[src/tcf_pkg.sv]
// Shared types and constants of the tree centre finder.
// Used by every module of the block; depends on nothing else.
package tcf_pkg;

    localparam int FIELD_W = 8;
    localparam int DEG_W   = 8;

    typedef logic [FIELD_W-1:0]      field_t;
    typedef logic signed [DEG_W-1:0] degree_t;

    localparam degree_t DEG_ZERO = degree_t'(0);
    localparam degree_t DEG_ONE  = degree_t'(1);

    // Progress of a vertex through the leaf queue.
    typedef enum logic [1:0] {
        MARK_NEW    = 2'd0,
        MARK_QUEUED = 2'd1,
        MARK_POPPED = 2'd2
    } mark_t;

    // What a parent-chain walk is looking for.
    typedef enum logic [1:0] {
        WALK_SRC,
        WALK_DST,
        WALK_FINAL
    } walk_t;

    typedef enum logic [4:0] {
        S_CLEAR,
        S_IDLE,
        S_EDGE_A,
        S_EDGE_B,
        S_EDGE_C,
        S_EDGE_D,
        S_SCAN_RD,
        S_SCAN_CHK,
        S_POP,
        S_POP_V,
        S_POP_CHK,
        S_NB,
        S_NB_MARK,
        S_WALK_RD,
        S_WALK_CHK,
        S_LINK,
        S_DEC_RB,
        S_RD_RA,
        S_DEC_RA,
        S_RD_W,
        S_CHK_W,
        S_DONE
    } state_t;

    // Strobes from the sequencer to the memories.
    typedef struct packed {
        logic adj_clr;
        logic adj_set;
        logic adj_rd;
        logic deg_wr;
        logic par_wr;
        logic mark_wr;
        logic queue_wr;
    } mem_cmd_t;

    // Compares on the degree read from memory.
    typedef struct packed {
        logic is_zero;
        logic is_one;
        logic le_one;
    } deg_flags_t;

endpackage

[src/tcf_alu.sv]
// Shared degree unit: saturating increment or decrement and the degree compares.
// Depends on tcf_pkg.
module tcf_alu
(
    input  tcf_pkg::degree_t    operand,
    input  logic                dec,
    output tcf_pkg::degree_t    sum,
    output tcf_pkg::deg_flags_t flags
);

    localparam int DW = tcf_pkg::DEG_W;
    localparam logic signed [DW:0] SUM_HI = (DW+1)'((2 ** (DW - 1)) - 1);
    localparam logic signed [DW:0] SUM_LO = (DW+1)'(-(2 ** (DW - 1)));

    logic signed [DW:0] wide;

    always_comb
    begin
        wide = {operand[DW-1], operand} + (dec ? {(DW+1){1'b1}} : (DW+1)'(1));
        if (wide > SUM_HI)
        begin
            sum = SUM_HI[DW-1:0];
        end
        else if (wide < SUM_LO)
        begin
            sum = SUM_LO[DW-1:0];
        end
        else
        begin
            sum = wide[DW-1:0];
        end
    end

    assign flags.is_zero = (operand == tcf_pkg::DEG_ZERO);
    assign flags.is_one  = (operand == tcf_pkg::DEG_ONE);
    assign flags.le_one  = (operand <= tcf_pkg::DEG_ONE);

endmodule

[config.mk]
export PLATFORM = sky130hd
export DESIGN_NAME = tcf_alu
export DESIGN_NICKNAME = d
export VERILOG_FILES = /design/src/tcf_pkg.sv /design/src/tcf_alu.sv
export SDC_FILE = /design/constraint.sdc
export NUM_CORES = 1
export LEC_CHECK = 0
export BUFFER_PORTS_ARGS = -buffer_cell sky130_fd_sc_hd__buf_2
export CORE_AREA = 2 2 39 41
export DETAILED_ROUTE_END_ITERATION = 7
export DIE_AREA = 0 0 41 43
export PLACE_DENSITY = 0.57
export SLEW_MARGIN = 20
export SYNTH_ARGS = -nofsm -noshare
export SYNTH_HDL_FRONTEND = slang
export SYNTH_SLANG_ARGS = --single-unit
[constraint.sdc]
create_clock -name vclk -period 3
set_clock_uncertainty 0.05 [all_clocks]
set_input_delay 0.6 -clock vclk [all_inputs]
set_output_delay 0.6 -clock vclk [all_outputs]
set_load 0.03 [all_outputs]
# == Word-level counts from Yosys, hierarchy flattened ==
# Index checks and enable logic that the tools add are counted.
# totals
regBits,0
inputBits,9
output_inout_bits,11
# classes
n_addsub,1
n_eq_ne,1
reduce_logical,1
magnitude_cmp,3
n_mux,3
# ops
operator,n
$mux W8,2
$add A9 B9 Y9,1
$gt A9 B8 Y1 const B,1
$lt A9 B8 Y1 const B,1
$mux W9,1
$eq A8 B2 Y1 const B,1
$le A8 B2 Y1 const B,1
$logic_not A8 Y1,1

# == Logic depth before layout (Yosys ltp) ==
# Gate-level depths: netlist (run 1).
# logic_depth
ltp_word,5
depth_mapped,6

# == Worst setup path before layout (run 1) ==
# Ideal clock, no wire load.
# synth_path
kind,input to output
start,input port operand[0]
end,output port sum[2]
slack_ns,0.167
cell_stages,6
t_required_ns,2.350
arrival_time_ns,2.183
path_buffers,0
cell_sequence,fa_1 > a21oi_1 > o221ai_1 > o31a_1 > nor3_2 > o21ai_1
# synth_between
elab_chain_len,4
# synth_lines
element,line_no,text
from (decl),tcf_alu.sv:5,"input tcf_pkg::degree_t operand,"
$add A9 B9 Y9 *,tcf_alu.sv:19,"wide = {operand[DW-1], operand} + (dec ? {(DW+1){1'b1}} : (DW+1)'(1));"
$lt A9 B8 Y1,tcf_alu.sv:24,else if (wide < SUM_LO)
$mux W8,tcf_alu.sv:24,
$mux W8 *,tcf_alu.sv:20,if (wide > SUM_HI)
to (decl),tcf_alu.sv:7,"output tcf_pkg::degree_t sum,"
# Every way passes the cells marked *; elsewhere a longest branch is shown, timed or not.

# == Worst setup path in the final report (run 1) ==
# layout_path
start,input port dec
end,output port sum[1]
# layout_between
elab_chain_len,5
# layout_lines
element,line_no,text
from (decl),tcf_alu.sv:6,"input logic dec,"
$mux W9 *,tcf_alu.sv:19,
$add A9 B9 Y9 *,tcf_alu.sv:19,
$lt A9 B8 Y1,tcf_alu.sv:24,
$mux W8,tcf_alu.sv:24,
$mux W8 *,tcf_alu.sv:20,
# Marks and branches as above.

==> impl_results.md, run 1 <==
* 1st-pass router iterations at 4
* Number of remaining DRC errors at 0
* Initial core utilization at 31.2%
* Post-Synth XOR/XNOR Area at 10.1%
* Crit-path cells: buf_6 > buf_4 > ha_4 > nand2b_4 > buf_4 > o31a_1 > nor3_4 > o21ai_1 > buf_4
* WL/cell at 13.5 um
* Crit path time final at 2960 ps
* Synthesis Warnings at 0
* Synthesized Nets at 72
* Detailed Route WL at 1360 um
* Via count at 535
* Hold_buf cts at 0
* Nets@finish at 104
* Post-route ant nets at 0
* Worst VDD drop at 0.228 mV
* First-pass GRT wire length at 2190 um
* Die width at 41 um
* Die footprint at 1760 um^2
* Pint at 133 uW
* Worst min path class: input pin to output port
* Setup crit start: dec
* Yosys top cell by area: ha_1
* WL met2 at 787 um
* Synth unique cells at 27
* Largest family of logic cells by synthesized area: compound AO/OA/AOI/OAI gates
* Overall routing resource usage at 16.7%
* Synth Instances at 55
* Status: completed
* Final hold vios at 0
* Buffers added on ports at 20
* Layout cells sized above 1 at 63.5%
* Sequential area share after synthesis at 0%
* Routed wl met3 at 36 um
* Starting DRT DRC Count at 5
* Ant. Diodes at 0
* Largest net degree at the start of global routing at 7
* Leak Pwr at 0.000334 uW
* Post-Synth Adder-Cell Area at 30.1%
* Seq_cells at 0
* Site Rows at 14
* Wl on met1 at 538 um
* Gpl congestion at 0.753
* WS Path Type: input pin to output port
* RSZ-0062 raised after global routing: yes
* Post-synth top area share at 20.3%
* Synth Cell Area at 432 um^2
* CP startpoint kind: input pin
* Sw Share at 54.2%
* Crit path top cell by count: buf_4
* CP arrival at 2310 ps
* DP HPWL at 931 um
* Ports at 20
* Initial antenna violation count at 0
* Slew @ Worst Pin at 327 ps
* Clock power frac at 0%
* Total power at 290 uW
* Finished Core Util at 57.9%
* Worst Path Required at 2350 ps
* CP max FO at 6
* Complex-gate fraction of the synthesized area at 32.8%
* Period utilization at 98.6%
* Pwr/cell area at 362 nW/um^2
* Post-DP Area at 612 um^2
* Max_cap viols at 0
* Sequential share of power at 0%
* Overflow after GRT at 0
* Logic pwr share at 100.0%
* Max-slew headroom at 78.2%
* Slowest Stage Delay on Critical Path at 380 ps
* Vias in the first global route at 526
* Core area at 1380 um^2
* Final Max Tran Viols at 0
* Final-report setup violation count at 0
* Crit path capture: sum[1]
* Design area at 801 um^2
* Clkbuf count at 0
* Critical path capture point type: output port
* Fmax at 0.338 GHz
* NetSw at 157 uW
* Slowest-stage cell, CP: o31a_1
* Final worst hold slack at 1560 ps
* Syn Area/Cell at 7.85 um^2
* Area grow syn2layout at 85.5%
* Vias/cell at 5.30
* Top Layer Used: met3
* Die H at 43 um
* Area contributors post-synth: ha_1, xnor2_1, a21oi_1
* Multiplexer area fraction after synthesis at 2.32%
* FF+latch area at 0 um^2
* Simple-gate share of the synthesized area at 19.4%
-- worst min path at each step --
stage,from,endpoint,cells past startpoint
2_1_floorplan,operand[0],flags[2],1
3_3_place_gp,operand[7],flags[0],3
3_5_place_dp,operand[7],flags[0],3
4_1_cts,operand[7],flags[0],3
5_1_grt,operand[0],flags[2],4
6_report,operand[0],flags[2],4
-- power groups by stage --
stage	registers (uW)	logic, uW	clock network [uW]
2_1_floorplan	0	160	0
3_3_place_gp	0	225	0
3_5_place_dp	0	227	0
4_1_cts	0	263	0
5_1_grt	0	310	0
6_report	0	290	0
-- Yosys cell counts, drive strengths merged (2+ instances only) --
cell,n
a21o,2
nor2,2
ha,7
inv,6
o21ai,5
xnor2,5
maj3,2
nor3,3
a21oi,8
nand2b,3
o221ai,2
-- cell type report --
cell class,count,area (um^2)
fill,131,583
multi-input combinational,49,542
timing repair buffer,30,216
inverter,6,22.5
tap,16,20.0
-- logic make-up after synthesis --
family	count (synthesis)
compound gates	20
xor+xnor	5
fa+ha+maj	10
buf+inv	6
mux	1
simple gates	13
-- through the flow --
| step | std cells | worst slack (ps) | TNS (ps) |
|---|---|---|---|
| 2_1_floorplan | 55 | 167 | 0 |
| 3_3_place_gp | 99 | -9.84 | -28.1 |
| 3_5_place_dp | 99 | -55.3 | -188 |
| 4_1_cts | 101 | 24.3 | 0 |
| 5_1_grt | 101 | -66.3 | -181 |
| 6_report | 101 | 41.6 | 0 |
-- what timing repair did --
| action | in CTS | in global routing |
|---|---|---|
| resized for setup | 17 | 17 |
| pin swaps | 3 | 4 |
| buffers inserted | 2 | 0 |
| endpoints found under the setup margin | 7 | 7 |
-- per-layer routing --
| metal | vias up | track usage (%) |
|---|---|---|
| met5 | - | 0 |
| met4 | 0 | 0 |
| met3 | 0 | 0 |
| met2 | 8 | 31.3 |
| met1 | 257 | 21.4 |
| li1 | 270 | - |
-- cells in the final DEF (no fill, tap or decap), drive strengths merged --
cell type  netlist  routed
a211oi           1       1
a21o             2       2
a21oi            8       8
and4b            1       1
buf              0      30
fa               1       1
ha               7       7
inv              6       6
maj3             2       2
mux2i            1       1
nand2            1       1
nand2b           3       3
nand3            1       1
nor2             2       2
nor3             3       3
nor4             1       1
o211ai           1       1
o21ai            5       5
o221ai           2       2
o31a             1       1
or2              1       1
xnor2            5       5
-- critical path: cells and delay by family --
kind	cells	cell delay, ps
buffers and inverters	4	590
and+or+nand+nor	2	340
AOI/OAI and AO/OA	2	470
adders and majority gates	1	300
No activity file was read; power rests on OpenSTA's default activity.
==> inputs of run 2 (changes only) <==
==> constraint.sdc (replaced) <==
create_clock -name vclk -period 3
set_clock_uncertainty 0.05 [all_clocks]
set_input_delay 0.9 -clock vclk [all_inputs]
set_output_delay 0.9 -clock vclk [all_outputs]
set_load 0.03 [all_outputs]
==> run 2 against run 1 <==
The flow now finishes with violations (setup timing). Power grew 23%. Final cell count increased by 17%. Hold slack improved by 620 ps. Count of clock-buffer cells in the layout stayed put. Critical path depth unchanged. Setup slack got worse by 660 ps. Largest cell class unchanged. Largest power group unchanged.
==> impl_results.md, run 2 (synthesis gave the netlist of run 1 again) <==
* DP HPWL at 1010 um (was 931 um)
* Detailed Route WL at 1330 um (was 1360 um)
* Setup TNS at -4590 ps (was 0 ps)
* Starting DRT DRC Count at 4 (was 5)
* Initial core utilization at 31.2% (unchanged)
* Placed insts at 107 (was 99)
* Final hold vios at 0 (unchanged)
* Overflow after GRT at 0 (unchanged)
* Slew @ Worst Pin at 295 ps (was 327 ps)
* Most frequent cells in the layout: buf_4, buf_6, buf_2, inv_1, xnor2_1 (was buf_4, buf_2, ha_4, inv_1, xnor2_1)
* Post-route ant nets at 0 (unchanged)
* FF+latch area at 0 um^2 (unchanged)
* Leading cell type in the layout, fill and taps excluded: buf_4 (unchanged)
* Final worst hold slack at 2180 ps (was 1560 ps)
* Min-delay src: operand[0] (unchanged)
* Design area at 960 um^2 (was 801 um^2)
* 1st-pass router iterations at 4 (unchanged)
* Worst hold path depth at 4 (unchanged)
* Status: complete, but fails checks (was completed)
* Fmax at 0.276 GHz (was 0.338 GHz)
* Die footprint at 1760 um^2 (unchanged)
* Worst VDD drop at 0.172 mV (was 0.228 mV)
* Seq_cells at 0 (unchanged)
* RSZ-0062 raised after global routing: yes (unchanged)
* Layout cells sized above 1 at 70.6% (was 63.5%)
* Critical path capture point type: output port (unchanged)
* Worst min path class: input pin to output port (unchanged)
* Gpl congestion at 0.807 (was 0.753)
* Max_cap viols at 0 (unchanged)
* Die width at 41 um (unchanged)
* Leak Pwr at 0.000434 uW (was 0.000334 uW)
* Clkbuf count at 0 (unchanged)
* Via count at 569 (was 535)
* Area grow syn2layout at 122% (was 85.5%)
* Total power at 358 uW (was 290 uW)
* Core area at 1380 um^2 (unchanged)
* Number of remaining DRC errors at 0 (unchanged)
* Non-Filler Instances at 118 (was 101)
* Vias/cell at 4.82 (was 5.30)
* Largest net degree at the start of global routing at 7 (unchanged)
* CP max FO at 6 (unchanged)
* Vias in the first global route at 513 (was 526)
* CP startpoint kind: input pin (unchanged)
* Worst setup margin at -617 ps (was 41.6 ps)
* Post-DP Area at 771 um^2 (was 612 um^2)
* Final-report setup violation count at 8 (was 0)
* Buffers added on ports at 20 (unchanged)
* Max-slew headroom at 80.2% (was 78.2%)
* Ant. Diodes at 0 (unchanged)
* Worst Path Required at 2050 ps (was 2350 ps)
* Ports at 20 (unchanged)
* Initial antenna violation count at 0 (unchanged)
* Failing checks: setup timing
* Pwr/cell area at 373 nW/um^2 (was 362 nW/um^2)
* Overall routing resource usage at 16.1% (was 16.7%)
* # fillers at 119 (was 131)
* Die H at 43 um (unchanged)
* Site Rows at 14 (unchanged)
* First-pass GRT wire length at 2120 um (was 2190 um)
* Hold Path Sink: sum[0] (was flags[2])
* Nets@finish at 121 (was 104)
* WS Path Type: input pin to output port (unchanged)
* WL/cell at 11.2 um (was 13.5 um)
* Period utilization at 121% (was 98.6%)
* CP arrival at 2670 ps (was 2310 ps)
* Final Max Tran Viols at 0 (unchanged)
* Crit path time final at 3620 ps (was 2960 ps)
==> run 2: changes by cell type in the layout (fill, tap and decap cells not counted), sizes merged <==
cell,change
buf,+17
==> run 2: how the worst max path moves through the flow <==
| stage | from | end |
|---|---|---|
| after floorplan | operand[0] | sum[2] |
| after global placement | dec | sum[3] |
| after detailed placement | dec | sum[1] |
| after CTS | dec | sum[4] |
| after global routing | dec | sum[1] |
| final | dec | sum[4] |
==> run 2: metal layers <==
metal / up-vias / part of all wire, % / track usage [%]
li1: 301 / - / -
met2: 10 / 54 / 30.3
met5: - / 0 / 0
met3: 0 / 2.2 / 0
met1: 258 / 44 / 20.4
met4: 0 / 0 / 0
==> run 2: layout make-up <==
type | count | area [um^2] | area share, %
inverters | 6 | 22.5 | 2.35
repair buffers | 47 | 395 | 41.2
well taps | 16 | 20.0 | 2.09
multi-input cells | 49 | 522 | 54.4
==> run 2: worst max-delay path, cell delays in order <==
cell,delay [ps]
buf_12,120
buf_12,120
ha_4,240
a21oi_2,200
o221ai_2,130
o31a_1,350
buf_6,150
maj3_2,310
buf_6,140
==> run 2: stage by stage <==
stage          worst slack [ps]  util (%)
6_report                   -617      69.3
3_5_place_dp               -682      55.7
5_1_grt                    -678      69.3
2_1_floorplan              -338         -
3_3_place_gp               -662      55.7
4_1_cts                    -596      66.7
==> run 2: where the power goes <==
group	internal, uW	switching (uW)	total [uW]
combinational	185	174	358
sequential	0	0	0
clock	0	0	0
==> run 2: what timing repair did <==
action | 4_1_cts | 5_1_grt
hold buffers | 0 | 0
pin swaps | 9 | 5
endpoints found under the setup margin | 8 | 9
setup buffers | 8 | 3
resized for setup | 25 | 2
==> inputs of run 3 (changes only) <==
--- a/config.mk
+++ b/config.mk
@@ -10,6 +10,7 @@
 export DETAILED_ROUTE_END_ITERATION = 7
 export DIE_AREA = 0 0 41 43
 export PLACE_DENSITY = 0.57
+export RECOVER_POWER = 25
 export SLEW_MARGIN = 20
 export SYNTH_ARGS = -nofsm -noshare
 export SYNTH_HDL_FRONTEND = slang
==> run 3 against run 2 <==
The flow still finishes with violations (setup timing). Final cell count did not move. Final area did not move. Sequential share of layout area unchanged. Count of clock-buffer cells in the layout unchanged. Core utilization unchanged. Non-clock buffer count stayed put. Sequential cell count is the same.
==> impl_results.md, run 3 (synthesis gave the netlist of run 1 again) <==
* DP HPWL at 1010 um (unchanged)
* Hold_buf cts at 0 (unchanged)
* Layout cells sized above 1 at 70.6% (unchanged)
* Final hold vios at 0 (unchanged)
* Post-route ant nets at 0 (unchanged)
* 1st-pass router iterations at 4 (unchanged)
* Max_cap viols at 0 (unchanged)
* Initial core utilization at 31.2% (unchanged)
* Hold Path Sink: sum[0] (unchanged)
* Area grow syn2layout at 122% (unchanged)
* Leak Pwr at 0.000434 uW (about the same)
* Die width at 41 um (unchanged)
* Design area at 960 um^2 (unchanged)
* Crit path time final at 3620 ps (about the same)
* Final-report setup violation count at 8 (unchanged)
* Final Max Tran Viols at 0 (unchanged)
* Fmax at 0.276 GHz (unchanged)
* Overall routing resource usage at 16.1% (unchanged)
* Gpl congestion at 0.807 (unchanged)
* Via count at 569 (unchanged)
* Vias in the first global route at 513 (unchanged)
* Largest net degree at the start of global routing at 7 (unchanged)
* Starting DRT DRC Count at 4 (unchanged)
* Status: complete, but fails checks (unchanged)
* Core area at 1380 um^2 (unchanged)
* WS Path Type: input pin to output port (unchanged)
* Ports at 20 (unchanged)
* CP startpoint kind: input pin (unchanged)
* Buffers added on ports at 20 (unchanged)
* Failing checks: setup timing (unchanged)
* Pwr/cell area at 373 nW/um^2 (about the same)
* Placed insts at 107 (unchanged)
* RSZ-0062 raised after global routing: yes (unchanged)
* Min-delay src: operand[0] (unchanged)
* Post-DP Area at 771 um^2 (unchanged)
* Die footprint at 1760 um^2 (unchanged)
* # fillers at 119 (unchanged)
* Worst Path Required at 2050 ps (about the same)
* Worst VDD drop at 0.172 mV (unchanged)
* CP max FO at 6 (unchanged)
* Seq_cells at 0 (unchanged)
* Finished Core Util at 69.3% (unchanged)
* Initial antenna violation count at 0 (unchanged)
* CP arrival at 2670 ps (about the same)
* Total power at 358 uW (about the same)
* Worst setup margin at -617 ps (about the same)
* Critical path capture point type: output port (unchanged)
* Nets@finish at 121 (unchanged)
* FF+latch area at 0 um^2 (unchanged)
* Max-slew headroom at 80.2% (unchanged)
* Number of remaining DRC errors at 0 (unchanged)
* First-pass GRT wire length at 2120 um (unchanged)
* Final worst hold slack at 2180 ps (about the same)
* Non-Filler Instances at 118 (unchanged)
* Leading cell type in the layout, fill and taps excluded: buf_4 (unchanged)
* Site Rows at 14 (unchanged)
* Vias/cell at 4.82 (unchanged)
* Die H at 43 um (unchanged)
* Most frequent cells in the layout: buf_4, buf_6, buf_2, inv_1, xnor2_1 (unchanged)
* WL/cell at 11.2 um (unchanged)
* Overflow after GRT at 0 (unchanged)
* Worst min path class: input pin to output port (unchanged)
* Detailed Route WL at 1330 um (unchanged)
* Ant. Diodes at 0 (unchanged)
* Slew @ Worst Pin at 295 ps (unchanged)
* Clkbuf count at 0 (unchanged)
* Period utilization at 121% (about the same)
* Worst hold path depth at 4 (unchanged)
run 3: cell count changes in the layout (fill, tap and decap cells not counted), sizes merged:
cell and delta:
clkbuf +1, buf -1
run 3: routing by layer:
metal | part of all wire (%) | GRT usage (%) | vias to the layer above
li1 | - | - | 301
met1 | 44 | 20.4 | 258
met2 | 54 | 30.3 | 10
met3 | 2.2 | 0 | 0
met4 | 0 | 0 | 0
met5 | 0 | 0 | -
run 3: area by class of cell:
class                           instances  area, um^2  area share (%)
Inverter                                6        22.5            2.35
Timing Repair Buffer                   47         395            41.2
Tap cell                               16        20.0            2.09
Multi-Input combinational cell         49         522            54.4
run 3: critical path, cell delays in order:
cell	delay, ps
buf_12	120
buf_12	120
ha_4	240
a21oi_2	200
o221ai_2	130
o31a_1	350
buf_6	150
maj3_2	310
buf_6	140
run 3: worst max-delay path by stage:
stage,start,to,slack (ps),depth (start not counted)
floorplan,operand[0],sum[2],-340,6
detailed placement,dec,sum[1],-680,10
global placement,dec,sum[3],-660,8
global route,dec,sum[1],-680,11
finish,dec,sum[4],-620,9
CTS,dec,sum[4],-600,8
run 3: stage by stage:
step	setup TNS [ps]	setup WS [ps]
global placement	-4730	-662
global route	-5220	-678
detailed placement	-4900	-682
finish	-4590	-617
CTS	-4550	-596
floorplan	-2060	-338
run 3: power breakdown:
| part | total, uW | internal, uW | switching [uW] |
|---|---|---|---|
| clock network | 0 | 0 | 0 |
| registers | 0 | 0 | 0 |
| logic | 358 | 185 | 174 |
| total | 358 | 185 | 174 |
run 3: timing repair:
| action | in CTS | in global routing |
|---|---|---|
| setup endpoints to repair | 8 | 9 |
| gates resized for setup | 25 | 2 |
| pin swaps | 9 | 5 |
| buffers inserted | 8 | 3 |
