## config.mk

```make
export PLATFORM = sky130hd
export DESIGN_NAME = tcf_ctrl
export DESIGN_NICKNAME = d
export VERILOG_FILES = /design/src/tcf_pkg.sv /design/src/tcf_ctrl.sv
export SDC_FILE = /design/constraint.sdc
export NUM_CORES = 1
export LEC_CHECK = 0
export BUFFER_PORTS_ARGS = -buffer_cell sky130_fd_sc_hd__buf_2
export CORE_UTILIZATION = 40
export CTS_BUF_LIST = sky130_fd_sc_hd__clkbuf_16
export DETAILED_ROUTE_END_ITERATION = 7
export PLACE_DENSITY = 0.67
export SLEW_MARGIN = 20
export SYNTH_ARGS = -nofsm -noshare
export SYNTH_HDL_FRONTEND = slang
export SYNTH_SLANG_ARGS = --single-unit
```

## constraint.sdc

```tcl
create_clock -name clk -period 3.7 [get_ports clk]
set_input_delay 0.74 -clock clk [delete_from_list [all_inputs] [get_ports clk]]
set_output_delay 0.74 -clock clk [all_outputs]
set_load 0.05 [all_outputs]
```

## src/tcf_pkg.sv

```systemverilog
// Shared types and constants of the tree centre finder.
// Used by every module of the block; depends on nothing else.
package tcf_pkg;

    localparam int FIELD_W = 8;
    localparam int DEG_W   = 8;

    typedef logic [FIELD_W-1:0]      field_t;
    typedef logic signed [DEG_W-1:0] degree_t;

    localparam degree_t DEG_ZERO = degree_t'(0);
    localparam degree_t DEG_ONE  = degree_t'(1);

    // Progress of a vertex through the leaf queue.
    typedef enum logic [1:0] {
        MARK_NEW    = 2'd0,
        MARK_QUEUED = 2'd1,
        MARK_POPPED = 2'd2
    } mark_t;

    // What a parent-chain walk is looking for.
    typedef enum logic [1:0] {
        WALK_SRC,
        WALK_DST,
        WALK_FINAL
    } walk_t;

    typedef enum logic [4:0] {
        S_CLEAR,
        S_IDLE,
        S_EDGE_A,
        S_EDGE_B,
        S_EDGE_C,
        S_EDGE_D,
        S_SCAN_RD,
        S_SCAN_CHK,
        S_POP,
        S_POP_V,
        S_POP_CHK,
        S_NB,
        S_NB_MARK,
        S_WALK_RD,
        S_WALK_CHK,
        S_LINK,
        S_DEC_RB,
        S_RD_RA,
        S_DEC_RA,
        S_RD_W,
        S_CHK_W,
        S_DONE
    } state_t;

    // Strobes from the sequencer to the memories.
    typedef struct packed {
        logic adj_clr;
        logic adj_set;
        logic adj_rd;
        logic deg_wr;
        logic par_wr;
        logic mark_wr;
        logic queue_wr;
    } mem_cmd_t;

    // Compares on the degree read from memory.
    typedef struct packed {
        logic is_zero;
        logic is_one;
        logic le_one;
    } deg_flags_t;

endpackage

```

## src/tcf_ctrl.sv

```systemverilog
// Sequencer of the tree centre finder: edge loading, leaf peeling, root walks
// and the clearing pass. Drives tcf_mem and tcf_alu; depends on tcf_pkg.
module tcf_ctrl #(
    parameter int MAX_NODES = 128,
    localparam int IW = $clog2(MAX_NODES),
    localparam int CW = $clog2(MAX_NODES + 1)
)
(
    input  logic                       clk,
    input  logic                       rst_n,
    input  logic                       in_valid,
    output logic                       in_ready,
    input  tcf_pkg::field_t            node_count,
    input  tcf_pkg::field_t            first_vertex,
    input  tcf_pkg::field_t            second_vertex,
    input  logic                       in_last,
    input  logic                       out_free,
    output logic                       result_load,
    output tcf_pkg::field_t            result_vertex,
    output tcf_pkg::mem_cmd_t          cmd,
    output logic [IW-1:0]              adj_addr,
    output logic [IW-1:0]              adj_col,
    input  logic [MAX_NODES-1:0]       adj_row,
    output logic [IW-1:0]              deg_addr,
    output tcf_pkg::degree_t           deg_wdata,
    output logic                       deg_dec,
    input  tcf_pkg::degree_t           deg_sum,
    input  tcf_pkg::deg_flags_t        deg_flags,
    output logic [IW-1:0]              par_addr,
    output logic [IW-1:0]              par_wdata,
    input  logic [IW-1:0]              par_q,
    output logic [IW-1:0]              mark_addr,
    output tcf_pkg::mark_t             mark_wdata,
    input  tcf_pkg::mark_t             mark_q,
    output logic [IW-1:0]              queue_addr,
    output logic [IW-1:0]              queue_wdata,
    input  logic [IW-1:0]              queue_q
);

    tcf_pkg::state_t state_reg, state_next;
    tcf_pkg::walk_t  walk_reg, walk_next;
    tcf_pkg::mark_t  markw_reg, markw_next;
    logic            open_reg, open_next;
    logic            last_reg, last_next;
    logic [CW-1:0]   nodes_reg, nodes_next;
    logic [CW-1:0]   idx_reg, idx_next;
    logic [CW-1:0]   head_reg, head_next;
    logic [CW-1:0]   tail_reg, tail_next;
    logic [IW-1:0]   va_reg, va_next;
    logic [IW-1:0]   vb_reg, vb_next;
    logic [IW-1:0]   v_reg, v_next;
    logic [IW-1:0]   x_reg, x_next;
    logic [IW-1:0]   ra_reg, ra_next;
    logic [IW-1:0]   rb_reg, rb_next;

    logic [31:0]     count_wide;
    logic [31:0]     clamp_wide;
    logic [31:0]     eff_wide;
    logic [31:0]     a_wide;
    logic [31:0]     b_wide;
    logic [CW-1:0]   eff_nodes;
    logic            edge_ok;
    logic [IW-1:0]   idx_lo;
    logic            clear_end;
    logic            scan_end;
    logic            queue_empty;
    logic            enq_w;

    // Input decode: the node count is latched by the first item of a case only.
    always_comb
    begin
        count_wide = 32'(node_count);
        if (count_wide == 32'd0)
        begin
            clamp_wide = 32'd1;
        end
        else if (count_wide > 32'(MAX_NODES))
        begin
            clamp_wide = 32'(MAX_NODES);
        end
        else
        begin
            clamp_wide = count_wide;
        end
        eff_nodes = open_reg ? nodes_reg : CW'(clamp_wide);
        eff_wide  = 32'(eff_nodes);
        a_wide    = 32'(first_vertex);
        b_wide    = 32'(second_vertex);
        edge_ok   = (eff_wide >= 32'd2) && (a_wide != 32'd0) && (a_wide <= eff_wide)
                    && (b_wide != 32'd0) && (b_wide <= eff_wide);
    end

    assign idx_lo      = idx_reg[IW-1:0];
    assign clear_end   = (idx_reg == CW'(MAX_NODES - 1));
    assign scan_end    = (idx_reg == nodes_reg);
    assign queue_empty = (head_reg == tail_reg);
    assign enq_w       = (markw_reg == tcf_pkg::MARK_NEW) && deg_flags.le_one;

    // Next state.
    always_comb
    begin
        state_next = state_reg;
        unique case (state_reg)
            tcf_pkg::S_CLEAR:
            begin
                if (clear_end)
                begin
                    state_next = tcf_pkg::S_IDLE;
                end
            end
            tcf_pkg::S_IDLE:
            begin
                if (in_valid)
                begin
                    if (edge_ok)
                    begin
                        state_next = tcf_pkg::S_EDGE_A;
                    end
                    else if (in_last)
                    begin
                        state_next = tcf_pkg::S_SCAN_RD;
                    end
                end
            end
            tcf_pkg::S_EDGE_A:   state_next = tcf_pkg::S_EDGE_B;
            tcf_pkg::S_EDGE_B:   state_next = tcf_pkg::S_EDGE_C;
            tcf_pkg::S_EDGE_C:   state_next = tcf_pkg::S_EDGE_D;
            tcf_pkg::S_EDGE_D:
            begin
                state_next = last_reg ? tcf_pkg::S_SCAN_RD : tcf_pkg::S_IDLE;
            end
            tcf_pkg::S_SCAN_RD:
            begin
                state_next = scan_end ? tcf_pkg::S_POP : tcf_pkg::S_SCAN_CHK;
            end
            tcf_pkg::S_SCAN_CHK: state_next = tcf_pkg::S_SCAN_RD;
            tcf_pkg::S_POP:
            begin
                state_next = queue_empty ? tcf_pkg::S_WALK_RD : tcf_pkg::S_POP_V;
            end
            tcf_pkg::S_POP_V:    state_next = tcf_pkg::S_POP_CHK;
            tcf_pkg::S_POP_CHK:
            begin
                state_next = deg_flags.is_zero ? tcf_pkg::S_WALK_RD : tcf_pkg::S_NB;
            end
            tcf_pkg::S_NB:
            begin
                if (scan_end)
                begin
                    state_next = tcf_pkg::S_POP;
                end
                else if (adj_row[idx_lo])
                begin
                    state_next = tcf_pkg::S_NB_MARK;
                end
            end
            tcf_pkg::S_NB_MARK:
            begin
                state_next = (mark_q == tcf_pkg::MARK_POPPED) ? tcf_pkg::S_NB
                                                               : tcf_pkg::S_WALK_RD;
            end
            tcf_pkg::S_WALK_RD:  state_next = tcf_pkg::S_WALK_CHK;
            tcf_pkg::S_WALK_CHK:
            begin
                if (par_q != x_reg)
                begin
                    state_next = tcf_pkg::S_WALK_RD;
                end
                else
                begin
                    unique case (walk_reg)
                        tcf_pkg::WALK_SRC:   state_next = tcf_pkg::S_WALK_RD;
                        tcf_pkg::WALK_DST:   state_next = tcf_pkg::S_LINK;
                        tcf_pkg::WALK_FINAL: state_next = tcf_pkg::S_DONE;
                        default:             state_next = tcf_pkg::S_CLEAR;
                    endcase
                end
            end
            tcf_pkg::S_LINK:     state_next = tcf_pkg::S_DEC_RB;
            tcf_pkg::S_DEC_RB:   state_next = tcf_pkg::S_RD_RA;
            tcf_pkg::S_RD_RA:    state_next = tcf_pkg::S_DEC_RA;
            tcf_pkg::S_DEC_RA:   state_next = tcf_pkg::S_RD_W;
            tcf_pkg::S_RD_W:     state_next = tcf_pkg::S_CHK_W;
            tcf_pkg::S_CHK_W:    state_next = tcf_pkg::S_NB;
            tcf_pkg::S_DONE:
            begin
                if (out_free)
                begin
                    state_next = tcf_pkg::S_CLEAR;
                end
            end
            default:             state_next = tcf_pkg::S_CLEAR;
        endcase
    end

    // Outputs: memory strobes, addresses, write data, input ready and the result load.
    always_comb
    begin
        cmd         = '0;
        in_ready    = 1'b0;
        result_load = 1'b0;
        adj_addr    = v_reg;
        adj_col     = vb_reg;
        deg_addr    = idx_lo;
        deg_wdata   = deg_sum;
        deg_dec     = 1'b0;
        par_addr    = x_reg;
        par_wdata   = rb_reg;
        mark_addr   = idx_lo;
        mark_wdata  = tcf_pkg::MARK_QUEUED;
        queue_addr  = head_reg[IW-1:0];
        queue_wdata = idx_lo;
        unique case (state_reg)
            tcf_pkg::S_CLEAR:
            begin
                cmd.adj_clr = 1'b1;
                cmd.deg_wr  = 1'b1;
                cmd.par_wr  = 1'b1;
                cmd.mark_wr = 1'b1;
                adj_addr    = idx_lo;
                deg_wdata   = tcf_pkg::DEG_ZERO;
                par_addr    = idx_lo;
                par_wdata   = idx_lo;
                mark_wdata  = tcf_pkg::MARK_NEW;
            end
            tcf_pkg::S_IDLE:
            begin
                in_ready = 1'b1;
            end
            tcf_pkg::S_EDGE_A:
            begin
                cmd.adj_set = 1'b1;
                adj_addr    = va_reg;
                adj_col     = vb_reg;
                deg_addr    = va_reg;
            end
            tcf_pkg::S_EDGE_B:
            begin
                cmd.adj_set = 1'b1;
                cmd.deg_wr  = 1'b1;
                adj_addr    = vb_reg;
                adj_col     = va_reg;
                deg_addr    = va_reg;
            end
            tcf_pkg::S_EDGE_C:
            begin
                deg_addr = vb_reg;
            end
            tcf_pkg::S_EDGE_D:
            begin
                cmd.deg_wr = 1'b1;
                deg_addr   = vb_reg;
            end
            tcf_pkg::S_SCAN_RD:
            begin
                deg_addr = idx_lo;
            end
            tcf_pkg::S_SCAN_CHK:
            begin
                if (deg_flags.is_one)
                begin
                    cmd.queue_wr = 1'b1;
                    cmd.mark_wr  = 1'b1;
                    queue_addr   = tail_reg[IW-1:0];
                end
            end
            tcf_pkg::S_POP:
            begin
                queue_addr = head_reg[IW-1:0];
            end
            tcf_pkg::S_POP_V:
            begin
                cmd.adj_rd  = 1'b1;
                cmd.mark_wr = 1'b1;
                adj_addr    = queue_q;
                deg_addr    = queue_q;
                mark_addr   = queue_q;
                mark_wdata  = tcf_pkg::MARK_POPPED;
            end
            tcf_pkg::S_POP_CHK:
            begin
                deg_addr = v_reg;
            end
            tcf_pkg::S_NB:
            begin
                mark_addr = idx_lo;
            end
            tcf_pkg::S_NB_MARK:
            begin
                mark_addr = idx_lo;
            end
            tcf_pkg::S_WALK_RD:
            begin
                par_addr = x_reg;
            end
            tcf_pkg::S_WALK_CHK:
            begin
                par_addr = x_reg;
            end
            tcf_pkg::S_LINK:
            begin
                cmd.par_wr = 1'b1;
                par_addr   = ra_reg;
                par_wdata  = rb_reg;
                deg_addr   = rb_reg;
            end
            tcf_pkg::S_DEC_RB:
            begin
                cmd.deg_wr = 1'b1;
                deg_addr   = rb_reg;
                deg_dec    = 1'b1;
            end
            tcf_pkg::S_RD_RA:
            begin
                deg_addr = ra_reg;
            end
            tcf_pkg::S_DEC_RA:
            begin
                cmd.deg_wr = 1'b1;
                deg_addr   = ra_reg;
                deg_dec    = 1'b1;
            end
            tcf_pkg::S_RD_W:
            begin
                deg_addr = idx_lo;
            end
            tcf_pkg::S_CHK_W:
            begin
                if (enq_w)
                begin
                    cmd.queue_wr = 1'b1;
                    cmd.mark_wr  = 1'b1;
                    queue_addr   = tail_reg[IW-1:0];
                end
            end
            tcf_pkg::S_DONE:
            begin
                result_load = out_free;
            end
            default:
            begin
                in_ready = 1'b0;
            end
        endcase
    end

    assign result_vertex = tcf_pkg::FIELD_W'(32'(x_reg) + 32'd1);

    // Working registers.
    always_comb
    begin
        walk_next  = walk_reg;
        markw_next = markw_reg;
        open_next  = open_reg;
        last_next  = last_reg;
        nodes_next = nodes_reg;
        idx_next   = idx_reg;
        head_next  = head_reg;
        tail_next  = tail_reg;
        va_next    = va_reg;
        vb_next    = vb_reg;
        v_next     = v_reg;
        x_next     = x_reg;
        ra_next    = ra_reg;
        rb_next    = rb_reg;
        unique case (state_reg)
            tcf_pkg::S_CLEAR:
            begin
                idx_next = clear_end ? '0 : idx_reg + CW'(1);
                head_next = '0;
                tail_next = '0;
            end
            tcf_pkg::S_IDLE:
            begin
                if (in_valid)
                begin
                    nodes_next = eff_nodes;
                    open_next  = !in_last;
                    last_next  = in_last;
                    va_next    = IW'(a_wide - 32'd1);
                    vb_next    = IW'(b_wide - 32'd1);
                    idx_next   = '0;
                end
            end
            tcf_pkg::S_SCAN_CHK:
            begin
                idx_next = idx_reg + CW'(1);
                if (deg_flags.is_one)
                begin
                    tail_next = tail_reg + CW'(1);
                end
            end
            tcf_pkg::S_POP:
            begin
                if (queue_empty)
                begin
                    x_next    = '0;
                    walk_next = tcf_pkg::WALK_FINAL;
                end
            end
            tcf_pkg::S_POP_V:
            begin
                v_next    = queue_q;
                head_next = head_reg + CW'(1);
            end
            tcf_pkg::S_POP_CHK:
            begin
                idx_next  = '0;
                x_next    = '0;
                walk_next = tcf_pkg::WALK_FINAL;
            end
            tcf_pkg::S_NB:
            begin
                if (!scan_end && !adj_row[idx_lo])
                begin
                    idx_next = idx_reg + CW'(1);
                end
            end
            tcf_pkg::S_NB_MARK:
            begin
                if (mark_q == tcf_pkg::MARK_POPPED)
                begin
                    idx_next = idx_reg + CW'(1);
                end
                else
                begin
                    markw_next = mark_q;
                    x_next     = v_reg;
                    walk_next  = tcf_pkg::WALK_SRC;
                end
            end
            tcf_pkg::S_WALK_CHK:
            begin
                if (par_q != x_reg)
                begin
                    x_next = par_q;
                end
                else
                begin
                    unique case (walk_reg)
                        tcf_pkg::WALK_SRC:
                        begin
                            ra_next   = x_reg;
                            x_next    = idx_lo;
                            walk_next = tcf_pkg::WALK_DST;
                        end
                        tcf_pkg::WALK_DST:
                        begin
                            rb_next = x_reg;
                        end
                        tcf_pkg::WALK_FINAL:
                        begin
                            x_next = x_reg;
                        end
                        default:
                        begin
                            walk_next = tcf_pkg::WALK_FINAL;
                        end
                    endcase
                end
            end
            tcf_pkg::S_CHK_W:
            begin
                idx_next = idx_reg + CW'(1);
                if (enq_w)
                begin
                    tail_next = tail_reg + CW'(1);
                end
            end
            tcf_pkg::S_DONE:
            begin
                idx_next = '0;
            end
            default:
            begin
                idx_next = idx_reg;
            end
        endcase
    end

    always_ff @(posedge clk or negedge rst_n)
    begin
        if (!rst_n)
        begin
            state_reg <= tcf_pkg::S_CLEAR;
            walk_reg  <= tcf_pkg::WALK_FINAL;
            open_reg  <= 1'b0;
            last_reg  <= 1'b0;
            idx_reg   <= '0;
            head_reg  <= '0;
            tail_reg  <= '0;
        end
        else
        begin
            state_reg <= state_next;
            walk_reg  <= walk_next;
            open_reg  <= open_next;
            last_reg  <= last_next;
            idx_reg   <= idx_next;
            head_reg  <= head_next;
            tail_reg  <= tail_next;
        end
    end

    always_ff @(posedge clk)
    begin
        markw_reg <= markw_next;
        nodes_reg <= nodes_next;
        va_reg    <= va_next;
        vb_reg    <= vb_next;
        v_reg     <= v_next;
        x_reg     <= x_next;
        ra_reg    <= ra_next;
        rb_reg    <= rb_next;
    end

endmodule

```

# Word level (Yosys, flattened, before mapping)

Index checks and enable logic that the tools add are counted.

Register bits after elaboration: 85
Input port bits: 184
Output and inout port bits: 84
Word-level logic and storage cells: 171

$add $sub $neg: 6
Magnitude comparators: 5
Equality and inequality tests: 42
Muxes and demuxes: 62
Bitwise operators: 2
Reduce and logical (&&, ||, !) cells: 39

Operators by type and width:

| cell                                                                | count |
|---|---|
| 5-bit one-hot mux with 22 select lines                              | 1 |
| 8-bit two-way mux                                                   | 10 |
| 7-bit two-way mux                                                   | 9 |
| 7-bit one-hot mux with 4 select lines                               | 2 |
| 8-bit one-hot mux with 6 select lines                               | 1 |
| 7-bit one-hot mux with 6 select lines                               | 1 |
| 5-bit by 4-bit == test with 1-bit output (second input constant)    | 8 |
| 5-bit two-way mux                                                   | 8 |
| 5-bit == test (second input constant)                               | 6 |
| 7-bit one-hot mux with 2 select lines                               | 2 |
| 8-bit by 1-bit adder with 8-bit output (second input constant)      | 3 |
| 8-bit one-hot mux with 3 select lines                               | 1 |
| 2-bit inequality test (second input constant)                       | 11 |
| 5-bit by 3-bit == test with 1-bit output (second input constant)    | 4 |
| 2-bit OR reduction                                                  | 10 |
| 8-bit == test                                                       | 2 |
| 8-bit less-or-equal comparator                                      | 2 |
| 8-bit one-hot mux with 2 select lines                               | 1 |
| 8-bit nonzero test                                                  | 2 |
| 5-bit one-hot mux with 3 select lines                               | 1 |
| 7-bit by 1-bit subtractor with 7-bit output (second input constant) | 2 |
| 3-bit two-way mux                                                   | 4 |
| 5-bit by 2-bit == test with 1-bit output (second input constant)    | 2 |
| 2-bit two-way mux                                                   | 5 |
| other kinds (33)                                                    | 58 |

# Depth between registers and ports, before layout

Gate-level depths: netlist (run 1).

Word-level depth: 12
Depth in mapped cells: 14
Mapped depth without buffers: 12

# Worst setup path before layout (run 1)

Ideal clock, no wire load.

Path type: register to output
Start: register state_reg[4]
End: output adj_addr[3]
Arrival: 3.525 ns
Required time: 2.960 ns
Setup slack: -0.565 ns
Stages on the path, launching flop included: 10
Buffers on the path: 3
Path through: dfrtp_1 > clkbuf_1 > buf_1 > nor2_1 > nand2_1 > a21oi_1 > nand2b_1 > clkbuf_1 > nor2_1 > a41oi_1

Longest elaborated chain between the ends: 2
Elaborated cells between the ends (all ways): 5
Classes of those cells: eq/ne: 3; mux: 1; reduce/logical: 1

RTL lines:

| element                                                          | line            | text |
|---|---|---|
| from (decl)                                                      | tcf_ctrl.sv:40  | `tcf_pkg::state_t state_reg, state_next;` |
| from (signal assigned)                                           | tcf_ctrl.sv:485 | `state_reg <= tcf_pkg::S_CLEAR;` |
| from (signal assigned)                                           | tcf_ctrl.sv:495 | `state_reg <= state_next;` |
| 5-bit by 4-bit == test with 1-bit output (tied with other cells) | tcf_ctrl.sv:213 | `unique case (state_reg)` |
| 7-bit one-hot mux with 4 select lines (*)                        | tcf_ctrl.sv:213 |  |
| to (decl)                                                        | tcf_ctrl.sv:21  | `output logic [IW-1:0] adj_addr,` |

Every way passes the cells marked *; elsewhere a longest branch is shown, timed or not.

# Final worst setup path (run 1)

Start: register state_reg[2]
End: output deg_addr[0]

Longest elaborated chain between the ends: 3
Elaborated cells between the ends (all ways): 15
Classes of those cells: eq/ne: 10; mux: 1; reduce/logical: 4

RTL lines:

| element                                   | line            | text |
|---|---|---|
| 5-bit == test (tied with other cells)     | tcf_ctrl.sv:213 |  |
| 2-bit OR reduction (no line)              | n/a             |  |
| 7-bit one-hot mux with 6 select lines (*) | tcf_ctrl.sv:213 |  |
| to (decl)                                 | tcf_ctrl.sv:24  | `output logic [IW-1:0] deg_addr,` |

Marks and branches as above.

==> results of run 1 <==
## cell usage after synthesis (all sizes together) (12+ instances only)
| cell type | instances |
|---|---|
| mux4 | 30 |
| inv | 28 |
| nor2 | 69 |
| nand2 | 125 |
| ha | 28 |
| xor2 | 33 |
| xnor2 | 16 |
| a21oi | 40 |
| and2 | 12 |
| nand3 | 51 |
| clkbuf | 31 |
| dfrtp | 32 |
| buf | 23 |
| edfxtp | 52 |
| a22oi | 21 |
| nor2b | 15 |
| nand2b | 12 |
| mux2i | 20 |
| o21ai | 36 |
## worst min-delay path by stage
stage | end | start
floorplan | head_reg[0] | rst_n
global placement | head_reg[7] | head_reg[7]
detailed placement | head_reg[7] | head_reg[7]
CTS | tail_reg[2] | rst_n
global route | tail_reg[5] | rst_n
finish | tail_reg[4] | rst_n
## layout by cell type, fill, tap and decap left out, types with 12 or more instances in the layout
master    instances
a21oi_1          39
a22oi_1          21
buf_2           267
buf_4            31
dfrtp_1          30
edfxtp_1         52
ha_1             28
inv_1            28
mux2i_1          20
mux4_2           26
nand2_1         125
nand2b_1         12
nand3_1          51
nor2_1           68
nor2b_1          15
o21ai_0          35
xnor2_1          16
xor2_1           33
## layer usage
layer  global-route usage [%]  up-vias  share of wire, %
li1                         -     3445                 -
met1                     38.1     3486                43
met2                     43.0      385                46
met3                     6.62       46               9.4
met4                     8.11        0               2.3
met5                        0        -                 0
## area by class of cell
| cell class | instances | area, µm² |
|---|---|---|
| clock buffer | 9 | 225 |
| inverter | 31 | 120 |
| clock inverter | 7 | 68.8 |
| multi-input combinational | 629 | 4410 |
| antenna | 1 | 2.50 |
| tap | 225 | 282 |
| timing repair buffer | 299 | 1590 |
| fill | 1695 | 8270 |
| sequential | 85 | 2390 |
## power by group through the flow
| stage | Clock (mW) | Combinational (mW) | Sequential (mW) |
|---|---|---|---|
| 4_1_cts | 0.895 | 5.20 | 1.66 |
| 5_1_grt | 0.935 | 5.59 | 1.70 |
| 6_report | 0.880 | 5.23 | 1.68 |
| 2_1_floorplan | 0 | 4.04 | 1.42 |
| 3_5_place_dp | 0 | 5.18 | 1.68 |
| 3_3_place_gp | 0 | 5.14 | 1.67 |
## stage by stage
stage / worst slack (ns) / TNS (ns) / instance area (µm²) / power (mW)
2_1_floorplan: -0.191 / -0.972 / 7170 / 5.46
3_3_place_gp: 0.418 / 0 / 8780 / 6.81
3_5_place_dp: 0.406 / 0 / 8780 / 6.86
4_1_cts: 0.151 / 0 / 9080 / 7.75
5_1_grt: 0.00102 / 0 / 9080 / 8.23
6_report: 0.165 / 0 / 9080 / 7.79
## repair_timing
item / CTS / global route
resized for setup: 0 / 1
setup endpoints to repair: 0 / 2
buffers inserted: 0 / 0
hold buffers: 0 / 0
## critical path, delay by kind of cell, from the launching register on
kind / cells / cell delay, ns
and+or+nand+nor: 3 / 1.01
buffers and inverters: 2 / 0.41
AOI/OAI and AO/OA: 3 / 0.52
DFF: 1 / 0.49
## kinds of logic (layout without fill, tap and decap cells)
group	count (synthesis)	after routing	synth area share, %
AND/OR/NAND/NOR	334	334	21.8
AO/OA/AOI/OAI	160	160	14.9
flip-flops	85	85	33.4
buffers and inverters	85	346	5.28
multiplexers	58	58	13.7
XOR/XNOR	49	49	6.00
adder cells (fa/ha/maj)	28	28	4.90
other	0	1	0
==> key figures, run 1 <==
Global routing
  • GRT Util Overall: 27.7%
  • Largest net degree at the start of global routing: 34
  • Gr ovfl total: 0
  • Initial antenna violation count: 1
  • First-pass GRT wire length: 38.6 mm
  • Vias in the first global route: 7055

Timing
  • Final Hold Slack: 0.480 ns
  • Worst-Margin Slew: between 0.8 and 0.9 ns
  • Setup Viol. Count Final: 0
  • Tcrit/Tclk final: 95.5%
  • Unrepaired setup endpoints after global routing: false
  • Final Max Tran Viols: 0
  • Fmax achieved: 283 MHz
  • Max transition margin: 42.2%
  • Hold Fails Final Rpt: 0
  • Post-route minimum period: ~3.5 ns
  • Clock skew: 0.00872 ns

Synthesis
  • Mapped Cells: 799
  • Async S/R FF share, synth: 38.8%
  • Ys flop type: edfxtp_1
  • Syn. warnings: 0
  • Synth top area cells: edfxtp_1, dfrtp_1, mux4_2
  • Yosys cell types: 64
  • Post-synth top area cell: edfxtp_1
  • Synth Net Count: 1011
  • Sequential-to-total area share from yosys stat: roughly a third
  • Synth top area share: 21.8%
  • Syn_area_per_cell: 8.95 µm²
  • Post-Syn Area: 7150 µm²
  • Post-synthesis register bit count: between 80 and 90
  • EDFF count, synth: 52

Routing
  • Drt wl/cell: a little under 20 µm
  • DRC: 0
  • Post-route ant nets: 0
  • Vias: 7362
  • Vias per Instance: 5.72
  • 1st-iter DRT viols: 638
  • WL final: 25.0 mm
  • First-pass DRT Iterations: 6

Setup path
  • CP endpoint kind: output pin
  • Worst-path cell chain: clkinv_1 > nand2_1 > nor2_1 > a22oi_1 > nand3_1 > a221oi_1 > a21oi_1 > buf_2
  • R2R Path Start: idx_reg[0]
  • R2r setup slk: around 0.52 ns
  • Data arrival, critical path: 2.80 ns
  • Reg2Reg Depth: 8
  • Critical path startpoint: state_reg[2]
  • CP required: 2.96 ns
  • CP Max Fanout: 9
  • Worst path max stage delay: 0.72 ns
  • Crit path to: deg_addr[0]
  • CP Launch Type: flip-flop
  • WS Path Type: flip-flop to output pin
  • Slowest stage cell on the critical path: nor2_1
  • Worst flop-to-flop path endpoint: idx_reg[5]

Placement
  • Placed cell count: 1269
  • # port buffers: roughly 270
  • Post-DP HPWL: 19.7 mm
  • Routability congestion estimate: 0.973

CTS
  • CTS tree: built
  • Clk slew on worst S/H paths: 0.06 ns
  • Skew-Pair Late Insertion Delay: 0.35 ns
  • Sinks on Clock Net: 85
  • Inserted Clock Buffers: 9
  • H-tree Lvls: 3
  • Clock tree buffer depth: 2
  • Root buf cell: clkbuf_16

Floorplanning
  • Die Ht: about 140 µm
  • Core region area: 17400 µm²
  • Io pins: about 270
  • Die Area: 18400 µm²
  • Initial Util: 41.2%
  • Die width: 136 µm
  • # rows: 48

Power
  • P_leak: 4.16 nW
  • Pint: about 3.4 mW
  • Max IR drop VDD: about 730 µV
  • Sw frac: 56.1%
  • Clock power frac: 11.3%
  • Psw: 4.37 mW
  • PwrDens: 857 nW/µm²
  • Combinational group share of total power: 67.2%
  • Seq pwr share: 21.5%

Job
  • Number of max-cap violations: 0

Worst hold path
  • Worst Hold Class: input port to asynchronous set/reset pin

Final layout
  • Area grow syn2layout: 27.0%
  • Final core area utilization: 52.3%
  • Final Instance Count excl. Fillers: 1286
  • Share of layout cells above drive strength 1: 34.2%
  • Final #Nets: 1267

Outcome
  • Outcome: complete, no violations
No activity file was read; power rests on OpenSTA's default activity.
==> run 2, diff against run 1 <==
Settings changed: CORE_UTILIZATION 40 to 55, PLACE_DENSITY 0.67 to 0.88, RECOVER_POWER set to 50.
Clock period 3.7 ns to 4.5 ns, I/O delays scaled along.
==> key figures, run 2 (synthesized netlist as in run 1, its figures left out) <==
Outcome
  • Outcome: complete, but fails checks (was complete, no violations)
  • Violated checks: max-capacitance violations, max-slew violations

CTS
  • Sinks on Clock Net: 85 (unchanged)
  • Root buf cell: clkbuf_16 (unchanged)
  • Skew-Pair Late Insertion Delay: 0.35 ns (about the same)
  • # resized after CTS: 0 (unchanged)
  • Clk slew on worst S/H paths: 0.06 ns (about the same)
  • Clock tree buffer depth: 2 (unchanged)
  • Post-CTS Setup Bufs: 0 (unchanged)
  • # hold bufs at CTS: 0 (unchanged)
  • CTS tree: built (unchanged)
  • H-tree Lvls: 3 (unchanged)
  • Inserted Clock Buffers: 9 (unchanged)

Setup path
  • CP Launch Type: flip-flop (unchanged)
  • CP endpoint kind: output pin (unchanged)
  • R2R Path Start: idx_reg[0] (unchanged)
  • Data arrival, critical path: 3.09 ns (was 2.80 ns)
  • Reg2Reg Depth: 8 (unchanged)
  • CP required: 3.60 ns (was 2.96 ns)
  • R2r setup slk: 1.03 ns (was 0.52 ns)
  • Worst flop-to-flop path endpoint: idx_reg[5] (unchanged)
  • WS Path Type: flip-flop to output pin (unchanged)
  • CP Max Fanout: 19 (was 9)

Routing
  • Vias per Instance: 6.25 (was 5.72)
  • WL final: 24.2 mm (was 25.0 mm)
  • Drt wl/cell: 19.8 µm (was 19.4 µm)
  • Post-route ant nets: 0 (unchanged)
  • 1st-iter DRT viols: 963 (was 638)
  • Vias: 7634 (was 7362)
  • DRC: 0 (unchanged)
  • First-pass DRT Iterations: 6 (unchanged)

Final layout
  • Post-layout instance area: 8880 µm² (was 9080 µm²)
  • Area grow syn2layout: 24.2% (was 27.0%)
  • Register Area: 2390 µm² (about the same)
  • Final #Nets: 1256 (was 1267)
  • Fill cell count: 1063 (was 1695)
  • Commonest cells after routing, fill and taps aside: buf_2, nand2_1, nor2_1 (unchanged)
  • ANT cells: 0 (was 1)
  • Share of layout cells above drive strength 1: 30.8% (was 34.2%)
  • Leading cell type in the layout, fill and taps excluded: buf_2 (unchanged)
  • Final core area utilization: 70.1% (was 52.3%)
  • Footprint of the multi-input gates: 4390 µm² (was 4410 µm²)

Placement
  • Routability congestion estimate: 1.01 (was 0.973)
  • Post-DP HPWL: 18.9 mm (was 19.7 mm)
  • DP Area: 8610 µm² (was 8780 µm²)
  • # port buffers: 267 (unchanged)
  • Dpl ws: 0.987 ns (was 0.406 ns)

Worst hold path
  • Hold endpoint: head_reg[7]
  • Worst Hold Class: flip-flop to flip-flop (was input port to asynchronous set/reset pin)
  • HP Start: head_reg[7]
  • Hold depth: 1

Power
  • Max IR drop VDD: 921 µV (was 735 µV)
  • PwrDens: 717 nW/µm² (was 857 nW/µm²)
  • P_leak: 4.07 nW (was 4.16 nW)

Floorplanning
  • # rows: 41 (was 48)
  • Initial Util: 56.5% (was 41.2%)
  • Die Ht: 116 µm (was 136 µm)
  • Io pins: 268 (unchanged)
  • Die width: 116 µm (was 136 µm)
  • Die Area: 13500 µm² (was 18400 µm²)
  • Core region area: 12700 µm² (was 17400 µm²)

Timing
  • Clock skew: 0.00796 ns (was 0.00872 ns)
  • Max transition margin: -26.3% (was 42.2%)
  • Setup TNS: 0 ns (unchanged)
  • Worst-Margin Slew: 1.89 ns (was 0.864 ns)
  • Final Max Tran Viols: 34 (was 0)
  • Final Hold Slack: 0.528 ns (was 0.480 ns)
  • Setup Viol. Count Final: 0 (unchanged)
  • Hold Fails Final Rpt: 0 (unchanged)
  • Setup ws final: 0.507 ns (was 0.165 ns)
  • Tcrit/Tclk final: 88.7%
  • Post-route minimum period: 3.99 ns
  • Unrepaired setup endpoints after global routing: false (unchanged)
  • Fmax achieved: 250 MHz

Global routing
  • Vias in the first global route: 7199 (was 7055)
  • GRT Util Overall: 36.5% (was 27.7%)
  • Gr ovfl total: 0 (unchanged)
  • First-pass GRT wire length: 37.0 mm (was 38.6 mm)
  • Initial antenna violation count: 0 (was 1)
  • Largest net degree at the start of global routing: 34 (unchanged)

Job
  • Number of max-cap violations: 1 (was 0)
## run 2: cell types whose count changed in the layout (fill, tap and decap cells not counted), moves of 2 or more
cell	previous run	this run
clkinv_1	2	5
clkinvlp_4	3	0
clkbuf_1	0	21
bufinv_16	0	2
buf_4	31	16
buf_2	267	251
clkinv_4	2	0
## run 2: final cells by class
| class | instances | area share, % |
|---|---|---|
| clock inverters | 7 | 1.00 |
| multi-input cells | 629 | 49.5 |
| inverters | 31 | 1.31 |
| clock buffers | 9 | 2.54 |
| repair buffers | 288 | 16.4 |
| well taps | 172 | 2.42 |
| flip-flops and latches | 85 | 26.9 |
## run 2: critical path: stages (launching register included)
cell and delay [ns]:
dfrtp_1 0.52, clkbuf_1 0.59, nor2_1 0.22, a22o_1 0.23, nand2_1 0.06, clkbuf_1 0.43, inv_1 0.31, nand2_1 0.14
nand2_1 0.05, buf_2 0.20
## run 2: worst max-delay path by stage
| stage | from | end | slack, ns | cells past startpoint |
|---|---|---|---|---|
| floorplan | state_reg[4] | adj_addr[3] | 0.08 | 9 |
| global placement | node_count[1] | state_reg[0] | 1.09 | 13 |
| detailed placement | node_count[1] | state_reg[0] | 0.99 | 13 |
| CTS | state_reg[3] | deg_addr[2] | 0.71 | 10 |
| global route | state_reg[1] | queue_addr[3] | 0.26 | 9 |
| finish | state_reg[1] | queue_addr[0] | 0.51 | 9 |
## run 2: stage by stage
step | std cells | total power, mW
floorplan | 799 | 4.48
CTS | 1221 | 6.33
global placement | 1205 | 5.46
finish | 1221 | 6.37
global route | 1221 | 6.71
detailed placement | 1205 | 5.51
## run 2: per-layer routing
layer / GRT usage, % / routed length [µm]
met2: 58.7 / 11300
met1: 49.2 / 9600
met3: 7.48 / 2650
met5: 0 / 0
met4: 12.1 / 663
## run 2: report_power, final
part | internal, mW | switching, mW | total [mW]
Combinational | 1.30 | 2.86 | 4.15
Sequential | 1.04 | 0.366 | 1.41
Clock | 0.485 | 0.324 | 0.809
